**src/hw/rtl/rbsp_pkg.sv**
```systemverilog
// Shared types and constants for the record bank stream parser.
// Holds the item structs, phase and event codes. No dependencies.
`timescale 1ns / 1ps
`default_nettype none

package rbsp_pkg;

   localparam logic [15:0] BANK_MAGIC      = 16'hCBCB;
   localparam logic [31:0] REC_HDR_BYTES   = 32'd20;
   localparam logic [32:0] BANK_HDR_BYTES  = 33'd6;
   localparam logic [32:0] BANK_ALIGN      = 33'd4;

   localparam int unsigned RSP_QUEUE_DEPTH = 4;
   localparam int unsigned RSP_PTR_BITS    = $clog2(RSP_QUEUE_DEPTH);

   // parser phases
   localparam logic [2:0] PH_HEADER = 3'd0;
   localparam logic [2:0] PH_SEEK   = 3'd1;
   localparam logic [2:0] PH_BANK   = 3'd2;
   localparam logic [2:0] PH_DONE   = 3'd3;
   localparam logic [2:0] PH_HALT   = 3'd4;

   // result event codes
   localparam logic [1:0] EV_BANK_FOUND  = 2'd0;
   localparam logic [1:0] EV_RECORD_DONE = 2'd1;
   localparam logic [1:0] EV_CORRUPT     = 2'd2;
   localparam logic [1:0] EV_BAD_BANK    = 2'd3;

   typedef struct packed {
      logic [7:0] data_byte;
      logic       restart;
   } req_type;

   typedef struct packed {
      logic [1:0]  event_kind;
      logic [47:0] record_position;
      logic [31:0] record_length;
      logic [31:0] bank_offset;
      logic [15:0] bank_length;
      logic [7:0]  bank_kind;
      logic [7:0]  bank_revision;
      logic        last_of_item;
   } rsp_type;

endpackage

`default_nettype wire

```
**src/hw/rtl/record_bank_stream_parser.sv**
```systemverilog
// Record bank stream parser: size vote, bank header scan, record end events.
// Depends on rbsp_pkg for item types, phase and event codes.
//
// Usage: bytes of the record stream enter on the req_ channel, one item per
// byte, with restart set on the first byte of a record (it also clears a halt
// after a corrupt record). Events leave on the rsp_ channel: bank header found,
// record complete, corrupt record, bad bank header. One byte causes at most two
// events; last_of_item marks the final event of a byte.
// Latency: with no earlier event waiting, the first event of a byte is presented
// on rsp_ the cycle after its byte is accepted, and a second one once the first is taken.
// Throughput: one byte per cycle. All per-byte work is done between the state
// registers and a four-entry result queue; req_ready drops only when the queue
// holds more than two events, i.e. while the receiver stalls and the queue
// cannot take the two events a byte may cause. Bytes that cause no event never
// wait on the queue draining beyond that.
// Reset: the parser returns to the record header phase at stream offset zero
// and the result queue empties.
`timescale 1ns / 1ps
`default_nettype none

module record_bank_stream_parser
   import rbsp_pkg::*;
(
   input  wire logic    clock,
   input  wire logic    reset,
   input  wire logic    req_valid,
   output logic         req_ready,
   input  wire req_type req_data,
   output logic         rsp_valid,
   input  wire logic    rsp_ready,
   output rsp_type      rsp_data
);

   logic [2:0]  phase_ff, phase_in;
   logic [31:0] byte_ff, byte_in;
   logic [31:0] voted_ff, voted_in;
   logic [31:0] word_a_ff, word_a_in;
   logic [31:0] word_b_ff, word_b_in;
   logic [31:0] asm_ff, asm_in;
   logic [31:0] next_off_ff, next_off_in;
   logic [47:0] bank_hdr_ff, bank_hdr_in;
   logic [47:0] spos_ff, spos_in;
   logic [47:0] rstart_ff, rstart_in;

   rsp_type     queue_ff [RSP_QUEUE_DEPTH];
   logic [RSP_PTR_BITS-1:0] wr_ptr_ff, rd_ptr_ff;
   logic [RSP_PTR_BITS:0]   count_ff;

   logic        accept;
   logic        pop;
   logic [2:0]  ph;
   logic [31:0] idx;
   logic [47:0] rs;
   logic [7:0]  b;
   logic [31:0] vote;
   logic [31:0] rel_diff;
   logic [2:0]  rel;
   logic        in_window;
   logic [47:0] hdr_new;
   logic [15:0] blen;
   logic [7:0]  bk;
   logic [7:0]  br;
   logic [1:0]  pad;
   logic [32:0] nx_bank;
   logic [32:0] nx_seek;
   logic        fits_first;
   logic        fits_seek;
   logic        fits_bank;

   logic        ev0_v, ev1_v, ev2_v;
   rsp_type     ev0, ev1, ev2;
   rsp_type     res0, res1;
   logic [1:0]  n_res;

   assign accept    = req_valid & req_ready;
   assign pop       = rsp_valid & rsp_ready;
   assign req_ready = (count_ff < (RSP_PTR_BITS+1)'(RSP_QUEUE_DEPTH - 1));
   assign rsp_valid = (count_ff != '0);
   assign rsp_data  = queue_ff[rd_ptr_ff];

   assign b  = req_data.data_byte;
   assign ph = req_data.restart ? PH_HEADER : phase_ff;
   assign idx = req_data.restart ? 32'd0 : byte_ff;
   assign rs  = req_data.restart ? spos_ff : rstart_ff;

   assign rel_diff  = idx - next_off_ff;
   assign in_window = (idx >= next_off_ff) && (rel_diff < 32'd6);
   assign rel       = rel_diff[2:0];
   assign hdr_new   = (rel == 3'd0) ? {40'd0, b}
                                    : (bank_hdr_ff | ({40'd0, b} << {rel, 3'b000}));
   assign blen      = hdr_new[31:16];
   assign bk        = hdr_new[39:32];
   assign br        = hdr_new[47:40];
   assign pad       = 2'd0 - blen[1:0];
   assign nx_bank   = {1'b0, next_off_ff} + {17'd0, blen} + {31'd0, pad};
   assign nx_seek   = {1'b0, next_off_ff} + BANK_ALIGN;
   assign fits_first = ({1'b0, REC_HDR_BYTES} + BANK_HDR_BYTES) <= {1'b0, voted_ff};
   assign fits_seek  = (nx_seek + BANK_HDR_BYTES) <= {1'b0, voted_ff};
   assign fits_bank  = (nx_bank + BANK_HDR_BYTES) <= {1'b0, voted_ff};

   always_comb begin
      vote = 32'd0;
      if (asm_in == word_a_ff || asm_in == word_b_ff) begin
         vote = asm_in;
      end else if (word_a_ff == word_b_ff) begin
         vote = word_a_ff;
      end
   end

   always_comb begin
      phase_in    = ph;
      byte_in     = byte_ff;
      voted_in    = voted_ff;
      word_a_in   = word_a_ff;
      word_b_in   = word_b_ff;
      asm_in      = asm_ff;
      next_off_in = next_off_ff;
      bank_hdr_in = bank_hdr_ff;
      spos_in     = spos_ff + 48'd1;
      rstart_in   = rs;
      ev0_v       = 1'b0;
      ev1_v       = 1'b0;
      ev2_v       = 1'b0;
      ev0         = '0;
      ev1         = '0;
      ev2         = '0;
      ev0.record_position = rs;
      ev1.record_position = rs;
      ev2.record_position = rs;

      if (ph == PH_HALT) begin
         byte_in = idx;
      end else begin
         if (ph == PH_HEADER) begin
            if (idx < 32'd12) begin
               if (idx[1:0] == 2'd0) begin
                  asm_in = {24'd0, b};
               end else begin
                  asm_in = asm_ff | ({24'd0, b} << {idx[1:0], 3'b000});
               end
               if (idx == 32'd3) begin
                  word_a_in = asm_in;
               end else if (idx == 32'd7) begin
                  word_b_in = asm_in;
               end else if (idx == 32'd11) begin
                  if (vote < REC_HDR_BYTES) begin
                     voted_in       = 32'd0;
                     ev0_v          = 1'b1;
                     ev0.event_kind = EV_CORRUPT;
                     phase_in       = PH_HALT;
                  end else begin
                     voted_in = vote;
                  end
               end
            end else if (idx == REC_HDR_BYTES - 32'd1) begin
               next_off_in = REC_HDR_BYTES;
               bank_hdr_in = 48'd0;
               phase_in    = fits_first ? PH_SEEK : PH_DONE;
            end
         end else if ((ph == PH_SEEK || ph == PH_BANK) && in_window) begin
            bank_hdr_in = hdr_new;
            if (rel == 3'd1) begin
               if (hdr_new[15:0] != BANK_MAGIC) begin
                  if (ph == PH_SEEK) begin
                     if (fits_seek) begin
                        next_off_in = nx_seek[31:0];
                     end else begin
                        phase_in = PH_DONE;
                     end
                  end else begin
                     ev0_v             = 1'b1;
                     ev0.event_kind    = EV_BAD_BANK;
                     ev0.record_length = voted_ff;
                     ev0.bank_offset   = next_off_ff;
                     phase_in          = PH_DONE;
                  end
               end else begin
                  phase_in = PH_BANK;
               end
            end else if (rel == 3'd5) begin
               ev0_v             = 1'b1;
               ev0.record_length = voted_ff;
               ev0.bank_offset   = next_off_ff;
               if (blen == 16'd0) begin
                  ev0.event_kind = EV_BAD_BANK;
                  phase_in       = PH_DONE;
               end else begin
                  ev0.event_kind    = EV_BANK_FOUND;
                  ev0.bank_length   = blen;
                  ev0.bank_kind     = bk;
                  ev0.bank_revision = br;
                  if (!fits_bank) begin
                     phase_in = PH_DONE;
                  end else if (blen <= 16'd4) begin
                     next_off_in = nx_bank[31:0];
                     if ({br, bk} != BANK_MAGIC) begin
                        ev1_v             = 1'b1;
                        ev1.event_kind    = EV_BAD_BANK;
                        ev1.record_length = voted_ff;
                        ev1.bank_offset   = nx_bank[31:0];
                        phase_in          = PH_DONE;
                     end else begin
                        bank_hdr_in = {32'd0, br, bk};
                        phase_in    = PH_BANK;
                     end
                  end else begin
                     next_off_in = nx_bank[31:0];
                     phase_in    = PH_BANK;
                  end
               end
            end
         end

         if ((phase_in == PH_SEEK || phase_in == PH_BANK || phase_in == PH_DONE) &&
             (({1'b0, idx} + 33'd1) == {1'b0, voted_ff})) begin
            ev2_v             = 1'b1;
            ev2.event_kind    = EV_RECORD_DONE;
            ev2.record_length = voted_ff;
            phase_in          = PH_HEADER;
            byte_in           = 32'd0;
            rstart_in         = spos_ff + 48'd1;
         end else if (phase_in != PH_HALT) begin
            byte_in = idx + 32'd1;
         end else begin
            byte_in = idx;
         end
      end

      res0  = ev0_v ? ev0 : ev2;
      res1  = ev1_v ? ev1 : ev2;
      n_res = 2'({1'b0, ev0_v} + {1'b0, ev1_v} + {1'b0, ev2_v});
      res0.last_of_item = (n_res == 2'd1);
      res1.last_of_item = 1'b1;
   end

   always_ff @(posedge clock) begin
      if (reset) begin
         phase_ff    <= PH_HEADER;
         byte_ff     <= 32'd0;
         voted_ff    <= 32'd0;
         word_a_ff   <= 32'd0;
         word_b_ff   <= 32'd0;
         asm_ff      <= 32'd0;
         next_off_ff <= REC_HDR_BYTES;
         bank_hdr_ff <= 48'd0;
         spos_ff     <= 48'd0;
         rstart_ff   <= 48'd0;
      end else if (accept) begin
         phase_ff    <= phase_in;
         byte_ff     <= byte_in;
         voted_ff    <= voted_in;
         word_a_ff   <= word_a_in;
         word_b_ff   <= word_b_in;
         asm_ff      <= asm_in;
         next_off_ff <= next_off_in;
         bank_hdr_ff <= bank_hdr_in;
         spos_ff     <= spos_in;
         rstart_ff   <= rstart_in;
      end
   end

   always_ff @(posedge clock) begin
      if (reset) begin
         wr_ptr_ff <= '0;
         rd_ptr_ff <= '0;
         count_ff  <= '0;
      end else begin
         if (accept) begin
            wr_ptr_ff <= wr_ptr_ff + RSP_PTR_BITS'(n_res);
         end
         if (pop) begin
            rd_ptr_ff <= rd_ptr_ff + RSP_PTR_BITS'(1);
         end
         count_ff <= count_ff + (accept ? (RSP_PTR_BITS+1)'(n_res) : '0)
                              - (pop ? (RSP_PTR_BITS+1)'(1) : '0);
      end
   end

   always_ff @(posedge clock) begin
      if (accept && n_res != 2'd0) begin
         queue_ff[wr_ptr_ff] <= res0;
      end
      if (accept && n_res == 2'd2) begin
         queue_ff[wr_ptr_ff + RSP_PTR_BITS'(1)] <= res1;
      end
   end

endmodule

`default_nettype wire

```
**config.mk**
```make
export PLATFORM = sky130hd
export DESIGN_NAME = record_bank_stream_parser
export DESIGN_NICKNAME = d
export VERILOG_FILES = /design/src/hw/rtl/rbsp_pkg.sv /design/src/hw/rtl/record_bank_stream_parser.sv
export SDC_FILE = /design/constraint.sdc
export NUM_CORES = 2
export LEC_CHECK = 0
export BUFFER_PORTS_ARGS = -buffer_cell sky130_fd_sc_hd__buf_2
export CAP_MARGIN = 15
export CORE_AREA = 2 2 355 357
export CTS_BUF_LIST = sky130_fd_sc_hd__clkbuf_8
export CTS_CLUSTER_SIZE = 8
export DETAILED_ROUTE_END_ITERATION = 12
export DIE_AREA = 0 0 357 359
export PLACE_DENSITY = 0.62
export SETUP_SLACK_MARGIN = 0.02
export SLEW_MARGIN = 20
export SYNTH_ARGS = -nofsm -noshare
export SYNTH_HDL_FRONTEND = slang
export SYNTH_SLANG_ARGS = --single-unit
```
**constraint.sdc**
```tcl
create_clock -name clock -period 24.6 [get_ports clock]
set_input_delay 3.69 -clock clock [delete_from_list [all_inputs] [get_ports clock]]
set_output_delay 3.69 -clock clock [all_outputs]
set_load 0.02 [all_outputs]
```
Yosys cells after proc, flatten, opt, wreduce, memory -nomap -nowiden --
Memories as Yosys holds them, arrays and structs flattened. A register that Yosys moved wholly into a read port is not among the register bits. Index checks and enable logic that the tools add are counted.
Word-level totals: register bits after elaboration 346, memories 1, word-level logic and storage cells 234, bits in writable memories 588, input port bits 13, output and inout bits 149
Memories:
- queue_ff | words 4, bits a word 147, read ports 1, clocked after memory_dff 1, write ports 2, RTL line record_bank_stream_parser.sv:45 | rsp_type queue_ff [RSP_QUEUE_DEPTH];
Operators by class: multiplexer cells 135, reductions and logical operators 23, equality and inequality tests 27, order comparisons 9, $add $sub $neg 17, bitwise operators 7, shift operators 2
Operators by type and width (count):
- 32-bit two-way mux | 26
- 64-bit two-way mux | 12
- 48-bit two-way mux | 14
- 96-bit two-way mux | 4
- 147-bit two-way mux | 2
- 32-bit == test | 3
- 33-bit by 3-bit adder with 33-bit output (second input constant) | 2
- 33-bit by 32-bit <= comparator with 1-bit output | 2
- 3-bit two-way mux | 20
- 2-bit two-way mux | 26
- 48-bit by 1-bit adder with 48-bit output (second input constant) | 1
- 48-bit OR | 1
- 8-bit by 6-bit left shift with 48-bit output | 1
- 32-bit by 1-bit adder with 33-bit output (second input constant) | 1
- 32-bit by 16-bit adder with 33-bit output | 1
- 32-bit by 3-bit adder with 33-bit output (second input constant) | 1
- 33-bit by 2-bit adder with 33-bit output | 1
- 33-bit by 32-bit == test with 1-bit output | 1
- 32-bit by 1-bit adder with 32-bit output (second input constant) | 1
- 32-bit by 2-bit == test with 1-bit output (second input constant) | 1
- 32-bit by 3-bit == test with 1-bit output (second input constant) | 1
- 32-bit by 4-bit == test with 1-bit output (second input constant) | 1
- 32-bit by 5-bit == test with 1-bit output (second input constant) | 1
- 32-bit >= comparator | 1
- other kinds (40) | 95

Longest topological paths before layout --
depth in word-level cells 29, depth in mapped cells 54, depth with buffers taken out 47

Worst setup path before layout --
No wires, ideal clock.
kind in2reg, start in req_data[0] in the netlist's numbering, end mem queue_ff[0][100] in the netlist's numbering, enable pin, slack 8177 ps, path buffers 7, stages on the path 51, data arrival time 15956 ps, library setup time 467 ps, required time 24133 ps, cells stage by stage buf_2 buf_2 inv_1 buf_2 clkbuf_1 clkbuf_1 nand2_1 ha_1 inv_1 ha_1 or2_1 o211ai_1 clkbuf_1 a31oi_1 nor2_1 ha_1 or2_2 ha_1 [15 not listed] ha_1 a21o_1 a211oi_1 o41ai_1 a211oi_1 o21ai_0 o21a_1 a21oi_1 o31ai_4 nor2_1 nand3b_1 fa_1 nor2_1 a21oi_1 nor3_1 nor2_1 clkbuf_1 inv_1
RTL lines:
- from (decl) | RTL line record_bank_stream_parser.sv:28 | input wire req_type req_data,
- to (decl) | RTL line record_bank_stream_parser.sv:45

==> flow_metrics.env <==
export IMPL_grt_pass1_vias=45100
export IMPL_drv_slew=0
export IMPL_hold_viol_final=0
export IMPL_outcome="complete, no violations"
export IMPL_synth_area_leaders="edfxtp_1 (25%), dfxtp_1 (18%), mux4_2 (6.1%), nand2_1 (5.1%), nor2_1 (4.3%)"
export IMPL_syn_to_final_growth_pct=9.69
export IMPL_async_flop_share_pct=0
export IMPL_numCtsBuffers=162
export IMPL_rows=130
export IMPL_die_width_um=357
export IMPL_synth_yosys_warnings=0
export IMPL_grt_pass1_wl_um=299000
export IMPL_skew_ns=0.0943
export IMPL_clockRootBuffer="clkbuf_8"
export IMPL_yosysTopAreaCell="edfxtp_1"
export IMPL_fmaxAchievable_mhz=56.7
export IMPL_final_fill_count=11900
export IMPL_netlist_area_mm2=0.0544
export IMPL_ys_types=115
export IMPL_via_per_inst=6.21
export IMPL_setup_viol=0
export IMPL_drt_pass1_iter_count=6
export IMPL_power_density_mw_per_mm2=63.3
export IMPL_finalSetupTns_ns=0
export IMPL_start_util_pct=43.7
export IMPL_finalNetCount=6071
export IMPL_ios=162
export IMPL_utilization_pct=47.9
export IMPL_htreeDepth=4
export IMPL_post_cts_setup_buffers=0
export IMPL_max_slew_margin_pct=22.0
export IMPL_vias=47800
export IMPL_tritoncts="yes"
export IMPL_hpwl_um=141000
export IMPL_synth_cells=5961
export IMPL_cp_end_kind="flop"
export IMPL_post_route_min_period_ns=17.65
export IMPL_tightest_slew_ns=1.16
export IMPL_ir_worst_vdd_mv=0.0480
export IMPL_drc=0
export IMPL_rsz0062_at_grt="false"
export IMPL_crit_fanout=81
export IMPL_gr_usage_all_layers_pct=30.7
export IMPL_antenna_found_initial=4
export IMPL_top_layer_used="met5"
export IMPL_dr_wl_met2_um=88600
export IMPL_drive_above_1_share_pct=12.0
export IMPL_place_congestion=1.03
export IMPL_chipHeight_um=359
export IMPL_crit_arrival_ns=18.17
export IMPL_met1_length_um=86500
export IMPL_drv_cap=0
export IMPL_wl_per_cell_um=26.1
export IMPL_insertion_delay_ns=0.97
export IMPL_cts_sinks=936
export IMPL_fin_crit_sh_pct=71.7
export IMPL_grt_overflow=0
export IMPL_slowest_delay_ns=0.80
export IMPL_synth_seq_cells=936
export IMPL_cts_resized=0
export IMPL_cts_max_path_buffers=3
export IMPL_crit_path_start_kind="input port"
export IMPL_core_mm2=0.125
export IMPL_clkTransAtPathRegs_ns=0.05
export IMPL_worstSetupPathType="in2reg"
export IMPL_slowest_stage="nor2b_1"
export IMPL_finalWirelength_um=201000
export IMPL_detail_route_antenna_nets=0
export IMPL_grt_start_max_net_pins=89
export IMPL_p_leak_nw=19.4
export IMPL_drt_iter0_markers=5704
export IMPL_syn_nets=6116
export IMPL_met3WireLength_um=17400
export IMPL_holdBufCountCts=0
export IMPL_synth_edf_count=456
export IMPL_worstPathRequired_ns=25.12
export IMPL_hp_class="reg2reg"
export IMPL_seq_area_frac_synth_pct=42.8
export IMPL_postSynthAreaPerCell_um2=9.13
export IMPL_path_common_cell="ha_1"
export IMPL_netlist_area_leader_share_pct=25.2
export IMPL_die_area_mm2=0.128
export IMPL_place_port_buffers=161
export IMPL_ys_flop_type="dfxtp_1"
-- registers in the layout (all words and copies together) (netlist names), 32 cells and up, named ones only --
signal and count:
queue_ff 588, bank_hdr_ff 48, rstart_ff 48, spos_ff 48, asm_ff 32, byte_ff 32
next_off_ff 32, voted_ff 32, word_a_ff 32, word_b_ff 32
-- cell usage after synthesis (all sizes together) (50+ instances only) --
master  number
nand2      737
nor2       629
dfxtp      480
edfxtp     456
o21ai      455
a21oi      362
clkbuf     350
xnor2      170
and2       169
inv        153
mux4       147
ha         139
xor2       134
nand3      128
buf        126
nor3       110
a211oi      89
nor4        88
a31oi       77
nand4       77
mux2i       67
or3         64
nor2b       57
and3        52
o211ai      50
-- cell usage in the layout (no fill, tap or decap), types with 77 or more instances in the layout --
cell type  instances
a211oi_1          88
a21oi_1          361
and2_1           167
buf_2            159
buf_4            105
clkbuf_8         188
dfxtp_1          478
edfxtp_1         456
ha_1             139
inv_1            202
mux4_2           147
nand2_1          735
nand3_1          128
nand4_1           77
nor2_1           618
nor3_1           103
nor4_1            84
o21ai_0          340
o21ai_1          114
xnor2_1          170
xor2_1           134
-- per-stage QoR --
stage | cell area (µm²) | hold WS, ns | setup slack [ns] | power (mW) | cells
2_1_floorplan | 54400 | 0.420 | 8.18 | 2.12 | 5961
3_3_place_gp | 56300 | 0.429 | 6.70 | 2.32 | 7401
3_5_place_dp | 56300 | 0.439 | 6.41 | 2.32 | 7401
4_1_cts | 59700 | 0.452 | 7.29 | 3.80 | 7690
5_1_grt | 59700 | 0.471 | 6.05 | 3.91 | 7692
6_report | 59700 | 0.449 | 6.95 | 3.78 | 7692
-- critical path, delay by kind of cell --
family	cells	cell delay (ns)
AO/OA/AOI/OAI	11	2.47
XOR/XNOR	2	0.31
adder cells (fa/ha/maj)	7	2.26
buffers and inverters	8	3.03
AND/OR/NAND/NOR	17	6.15
-- layer usage --
layer,GRT usage [%],vias to the layer above
met5,0,-
met4,13.0,2
met3,5.98,415
met2,46.2,2372
met1,43.0,23400
li1,-,21600
-- logic make-up (layout without fill, tap and decap cells) --
logic type / after synthesis / count (layout) / synth area share, %
xor gates and xnor gates: 304 / 304 / 4.89
adders and majority gates: 143 / 143 / 3.32
AOI/OAI and AO/OA: 1424 / 1424 / 16.5
and+or+nand+nor: 2308 / 2308 / 20.4
DFF: 936 / 936 / 42.8
muxes: 217 / 217 / 7.39
buffers and inverters: 629 / 709 / 4.64
other: 0 / 1 / 0
-- where the power goes --
group | switching [mW] | total (mW) | internal (mW) | leakage, nW
Clock | 0.685 | 1.48 | 0.797 | 1.91
Sequential | 0.0443 | 1.69 | 1.64 | 7.02
Combinational | 0.404 | 0.610 | 0.206 | 10.5
-- final timing paths --
kind                                       from               to  slack, ns  cells after the start
worst max-delay path                req_data[0]  queue_ff[2][83]       6.95                     45
worst min-delay path            queue_ff[3][10]  queue_ff[3][10]       0.45                      2
worst max register to register       byte_ff[0]  queue_ff[2][83]       9.73                     42
worst min register to register  queue_ff[3][10]  queue_ff[3][10]       0.45                      2
-- final cells by class --
class                   count  area, µm²  area share (%)
multi-input cells        4396      28700            48.2
diodes                      1       2.50         0.00419
flip-flops and latches    936      23300            39.1
clock buffers             188       2590            4.33
inverters                 153        587           0.983
well taps                1650       2060            3.46
clock inverters           101        753            1.26
repair buffers            267       1640            2.74
Power figures use the tool's default switching activity.
